### src/hw/rtl/rlpsd_pkg.sv
// Package with the request types and constants of the RLP integer decoder.
`default_nettype none
package rlpsd_pkg;

    localparam logic [7:0] PREFIX_SHORT = 8'h80;
    localparam logic [7:0] PREFIX_LONG  = 8'hb7;
    localparam logic [7:0] PREFIX_LIST  = 8'hbf;

    typedef enum logic [1:0] {
        ST_OK        = 2'd0,
        ST_LIST      = 2'd1,
        ST_TRUNCATED = 2'd2
    } t_status;

    typedef struct packed {
        logic [7:0] data_byte;
        logic       last;
    } t_in_item;

    typedef struct packed {
        logic [63:0] value;
        t_status     status;
    } t_out_item;

endpackage
`default_nettype wire

### src/hw/rtl/rlp_scalar_decoder.sv
// Streaming decoder of one RLP-encoded integer, one byte per request.
//
//  channel | direction | handshake                | payload
//  in      | input     | i_in_valid / o_in_stall  | i_in_data  (byte, last flag)
//  out     | output    | o_out_valid / i_out_stall | o_out_data (value, status)
//
// The decode state updates in the cycle of acceptance.
// The result of a buffer is registered and appears in the cycle after its final byte is accepted.
// Reset returns the decoder to the prefix phase and empties the result register.
// A byte is taken while the result register is empty or being drained, so a
// stalled result holds back every byte until the result is taken.
`default_nettype none
module rlp_scalar_decoder (
    input  wire                   i_clk,
    input  wire                   i_rst_n,
    input  wire                   i_in_valid,
    output logic                  o_in_stall,
    input  wire rlpsd_pkg::t_in_item i_in_data,
    output logic                  o_out_valid,
    input  wire                   i_out_stall,
    output rlpsd_pkg::t_out_item  o_out_data
);
    import rlpsd_pkg::*;

    typedef enum logic [1:0] {
        PH_PREFIX,
        PH_LENGTH,
        PH_PAYLOAD,
        PH_DONE
    } t_phase;

    t_phase      r_phase, n_phase;
    logic [3:0]  r_len_left, n_len_left;
    logic [63:0] r_pay_left, n_pay_left;
    logic [63:0] r_acc, n_acc;
    logic        r_list, n_list;
    logic        r_out_valid;
    t_out_item   r_out, n_out;
    logic        in_accept;
    logic [7:0]  b;
    logic [7:0]  len_diff;
    logic [7:0]  short_diff;

    assign o_in_stall  = r_out_valid && i_out_stall;
    assign in_accept   = i_in_valid && !o_in_stall;
    assign o_out_valid = r_out_valid;
    assign o_out_data  = r_out;
    assign b           = i_in_data.data_byte;
    assign len_diff    = b - PREFIX_LONG;
    assign short_diff  = b - PREFIX_SHORT;

    always_comb begin
        n_phase    = r_phase;
        n_len_left = r_len_left;
        n_pay_left = r_pay_left;
        n_acc      = r_acc;
        n_list     = r_list;
        case (r_phase)
            PH_PREFIX: begin
                n_acc      = '0;
                n_pay_left = '0;
                n_len_left = '0;
                n_list     = 1'b0;
                if (b < PREFIX_SHORT) begin
                    n_acc   = {56'd0, b};
                    n_phase = PH_DONE;
                end else if (b <= PREFIX_LONG) begin
                    n_pay_left = {56'd0, short_diff};
                    n_phase    = (short_diff != 8'd0) ? PH_PAYLOAD : PH_DONE;
                end else if (b <= PREFIX_LIST) begin
                    n_len_left = len_diff[3:0];
                    n_phase    = PH_LENGTH;
                end else begin
                    n_list  = 1'b1;
                    n_phase = PH_DONE;
                end
            end
            PH_LENGTH: begin
                n_pay_left = {r_pay_left[55:0], b};
                if (r_len_left != 4'd0) begin
                    n_len_left = r_len_left - 4'd1;
                end
                if (r_len_left <= 4'd1) begin
                    n_phase = ({r_pay_left[55:0], b} != 64'd0) ? PH_PAYLOAD : PH_DONE;
                end
            end
            PH_PAYLOAD: begin
                n_acc = {r_acc[55:0], b};
                if (r_pay_left != 64'd0) begin
                    n_pay_left = r_pay_left - 64'd1;
                end
                if (r_pay_left <= 64'd1) begin
                    n_phase = PH_DONE;
                end
            end
            default: begin
            end
        endcase

        if (n_phase == PH_LENGTH) begin
            n_out.value  = '0;
            n_out.status = ST_TRUNCATED;
        end else if (n_list) begin
            n_out.value  = '0;
            n_out.status = ST_LIST;
        end else begin
            n_out.value  = n_acc;
            n_out.status = ST_OK;
        end
    end

    always_ff @(posedge i_clk) begin
        if (!i_rst_n) begin
            r_phase     <= PH_PREFIX;
            r_len_left  <= '0;
            r_pay_left  <= '0;
            r_acc       <= '0;
            r_list      <= 1'b0;
            r_out_valid <= 1'b0;
        end else begin
            if (in_accept) begin
                if (i_in_data.last) begin
                    r_phase    <= PH_PREFIX;
                    r_len_left <= '0;
                    r_pay_left <= '0;
                    r_acc      <= '0;
                    r_list     <= 1'b0;
                end else begin
                    r_phase    <= n_phase;
                    r_len_left <= n_len_left;
                    r_pay_left <= n_pay_left;
                    r_acc      <= n_acc;
                    r_list     <= n_list;
                end
            end
            if (in_accept && i_in_data.last) begin
                r_out_valid <= 1'b1;
            end else if (r_out_valid && !i_out_stall) begin
                r_out_valid <= 1'b0;
            end
        end
    end

    always_ff @(posedge i_clk) begin
        if (in_accept && i_in_data.last) begin
            r_out <= n_out;
        end
    end

endmodule
`default_nettype wire

### config.mk
export PLATFORM = sky130hd
export DESIGN_NAME = rlp_scalar_decoder
export DESIGN_NICKNAME = d
export VERILOG_FILES = /design/src/hw/rtl/rlpsd_pkg.sv /design/src/hw/rtl/rlp_scalar_decoder.sv
export SDC_FILE = /design/constraint.sdc
export NUM_CORES = 1
export LEC_CHECK = 0
export BUFFER_PORTS_ARGS = -buffer_cell sky130_fd_sc_hd__buf_2
export CAP_MARGIN = 20
export CORE_MARGIN = 5
export CORE_UTILIZATION = 45
export DETAILED_ROUTE_END_ITERATION = 10
export GPL_TIMING_DRIVEN = 1
export PLACE_DENSITY = 0.7
export SLEW_MARGIN = 40
export SYNTH_ARGS = -nofsm -noshare
export SYNTH_HDL_FRONTEND = slang
export SYNTH_SLANG_ARGS = --single-unit
### constraint.sdc
create_clock -name i_clk -period 5.54 [get_ports i_clk]
set_clock_uncertainty 0.05 [all_clocks]
set_input_delay 1.385 -clock i_clk [delete_from_list [all_inputs] [get_ports i_clk]]
set_output_delay 1.385 -clock i_clk [all_outputs]
set_load 0.02 [all_outputs]
==> summary.md <==
| Metric | Value |
|---|---|
| CP Max Fanout | 50 |
| CP required | 5.73 ns |
| VDD IR max | 198.3 uV |
| Clock Sinks | 202 |
| Hold buffer count at CTS | 0 |
| WL final | 27500 um |
| Setup violators final | 0 |
| Final GP Congestion | 0.9044 |
| Arrival time of the worst setup path | 3.94 ns |
| Unique masters post-synth | 62 |
| Dpl cell area | 10500 um2 |
| Initial DRC count | 940 |
| Unrepaired setup endpoints after global routing | false |
| Layout overhead on the synthesized area | 12.89% |
| Cells along the critical path | or4_1 > or4b_4 > nor4_4 > o211ai_1 > a22oi_2 > nand2b_4 > buf_4 > nor2_1 |
| Crit path launch type | flip-flop |
| Hold Path End | r_pay_left[52]$_SDFFE_PN0P_ |
| Initial antenna violation count | 0 |
| Drt wl/cell | 18.49 um |
| DR pass1 iterations | 5 |
| Nets | 1215 |
| Crit-path max cell delay | 0.60 ns |
| Total power | 0.003536 W |
| TritonCTS clock tree | done |
| Worst hold stages | 2 |
| Avg Vias per Cell | 6.137 |
| P_leak | 4.479 nW |
| Post-CTS Setup Bufs | 0 |
| Top cells by area, synth | dfxtp_1 (27%), edfxtp_1 (20%), nor2_1 (7.4%), a22oi_1 (6.3%), a21oi_1 (5.5%) |
| Most frequent cells in the layout | nor2_1 (194), dfxtp_1 (136), a21oi_1 (109), a22oi_1 (84), buf_2 (80) |
| Maxcap violations | 0 |
| Finished Core Util | 51.58% |
| Max Freq | 267.0 MHz |
| Clock transition at path regs | 0.06 ns |
| Total grt overflow | 0 |
| RR Endpoint | o_out_data[29]$_SDFFCE_PP0P_ |
| Final ANT Viol Nets | 0 |
| Post-route cell area | 11260 um2 |
| Synthesized area | 9972 um2 |
| Fin. Hold Viols | 0 |
| Tcrit/Tclk final | 67.61% |
| Leading area contributor after synthesis | dfxtp_1 |
| Worst Max-Slew Pin Slew | 0.7604 ns |
| Prevailing post-synth register cell | dfxtp_1 |
| Crit. End Element | flip-flop |
| Outcome | finished, final reports clean |
| Num CTS Buffers | 23 |
| Yosys top cell area share | 27.30% |
| Share of layout cells above drive strength 1 | 13.59% |
| H-tree level count | 1 |
| Post-synth EDFFs | 66 |
| Root buf cell | clkbuf_16 |
| Buf/Inv on CP | 1 |
| Core Footprint | 21820 um2 |
| Hpwl dp | 17550 um |
| Syn Area/Cell | 8.611 um2 |
| First-pass GRT wire length | 45150 um |
| Vias | 9126 |
| CP max stage cell | or4_1 |
| Relative slew slack | 48.84% |
| Asr flop ratio synth | 0% |
| Worst Setup SP | r_pay_left[32]$_SDFFE_PN0P_ |
| Setup Crit Path Kind | flip-flop to flip-flop |
| Gate Count Post-Synth | 1158 |
| Tot GR Track Use | 20.61% |
| Sequential fraction of the synthesis area | 47.18% |
| Die X | 158.9 um |
| HP Class | flip-flop to flip-flop |
| Die area | 25240 um2 |
| Die Ht | 158.9 um |
| Syn Nets | 1183 |
| Initial core utilization | 45.69% |
| Port-buffer cells | 80 |
| DRC Markers | 0 |
| Top-Level Pins | 81 |
| Hold_ws | 0.4220 ns |
| Setup TNS | 0 ns |
| Power Dens Cells | 314.1 nW/um2 |
| Post-cts resize count | 0 |
| Most common cell after layout, fill and taps aside | nor2_1 |
| RR Startpoint | r_pay_left[32]$_SDFFE_PN0P_ |
| Clk Latency, worst-skew pair | 0.51 ns |
| FF-to-FF setup slack | 1.79 ns |
| Site row count | 54 |
| Largest net degree at the start of global routing | 84 |
| Worst hold start | r_pay_left[44]$_SDFFE_PN0P_ |
| ANT cells | 0 |
| Worst Reg2Reg Path Length in Cells | 8 |
| Yosys warns | 0 |
| Vias in the first global route | 8464 |
| Max Slew Vio Count | 0 |
| CP top delay family | simple AND/OR/NAND/NOR gates |
| Number of synthesized register bits | 202 |
| Clk buf depth | 3 |
| Minimum clock period | 3.746 ns |
==> per-stage QoR <==
step,setup WS (ns),instances
after detailed placement,1.445,1445
after floorplan,0.4165,1158
after global placement,1.209,1445
after CTS,1.812,1487
after global routing,1.526,1487
final,1.794,1487
==> worst register-to-register path, stage by stage (launching register included) <==
cell	delay, ns
dfxtp_1	0.38
or4_1	0.60
or4b_4	0.54
nor4_4	0.41
o211ai_1	0.25
a22oi_2	0.32
nand2b_4	0.52
buf_4	0.33
nor2_1	0.09
==> sequential cells by signal, summed over array words and instances (netlist names) <==
register and count:
r_len_left 4, o_out_data 66, o_out_valid 1, r_acc 64, r_pay_left 64, r_list 1
r_phase 2
==> report_power, final <==
| part | total, W | switching (W) | internal, W |
|---|---|---|---|
| clock network | 0.00148 | 0.000604 | 0.000873 |
| registers | 0.00157 | 0.0000170 | 0.00155 |
| logic | 0.000488 | 0.000357 | 0.000131 |
==> cell usage after synthesis (all sizes together) (2+ instances only) <==
cell type and count:
a31oi 8, clkbuf 71, a31o 2, nor2 197
nor3b 3, o311ai 3, o22ai 13, nor3 29
ha 12, a221o 3, nand4 8, or4 6
nand3b 4, nand4b 2, o32a 3, o211ai 5
inv 24, a22o 7, nand3 25, nor4 23
nand2 70, edfxtp 66, a32oi 15, a21o 5
and3 62, xnor2 8, or3 14, o21ai 68
o31a 4, a211o 3, a21bo 2, dfxtp 136
xor2 7, o21a 2, a22oi 85, nor2b 4
nor4b 2, and2 3, a21oi 110, nand2b 3
buf 17, or2 8, o31ai 8
==> area by class of cell <==
class,count,area (um2)
Clock buffer,36,704.4
Sequential cell,202,4705
Inverter,24,90.09
Clock inverter,6,38.79
Multi-Input combinational cell,844,4852
Timing Repair Buffer,95,516.7
Fill cell,2019,10570
Tap cell,280,350.3
==> kinds of logic (layout without fill, tap and decap cells) <==
logic type               after synthesis  count (layout)  share of synthesized area, %
AND/OR/NAND/NOR                      466             466                         22.53
buffers and inverters                112             161                         4.830
AO/OA/AOI/OAI                        351             351                         22.64
adder cells (fa/ha/maj)               12              12                         1.506
flip-flops                           202             202                         47.18
XOR/XNOR                              15              15                         1.317
==> routing by layer <==
metal  up-vias  track usage, %  part of all wire [%]
li1       4328               -                     -
met1      4384           29.97                    45
met2       362           32.67                    46
met3        52           2.929                   7.2
met4         0           4.769                   1.9
met5         -               0                     0
==> how the worst max path moves through the flow <==
| stage | endpoint | cells after the start |
|---|---|---|
| 2_1_floorplan | o_out_data[0]$_SDFFCE_PN0P_ | 3 |
| 3_3_place_gp | o_out_data[29]$_SDFFCE_PP0P_ | 9 |
| 3_5_place_dp | o_out_data[29]$_SDFFCE_PP0P_ | 9 |
| 4_1_cts | o_out_data[29]$_SDFFCE_PP0P_ | 8 |
| 5_1_grt | o_out_data[29]$_SDFFCE_PP0P_ | 8 |
| 6_report | o_out_data[29]$_SDFFCE_PP0P_ | 8 |
No activity file was read; power rests on OpenSTA's default activity.
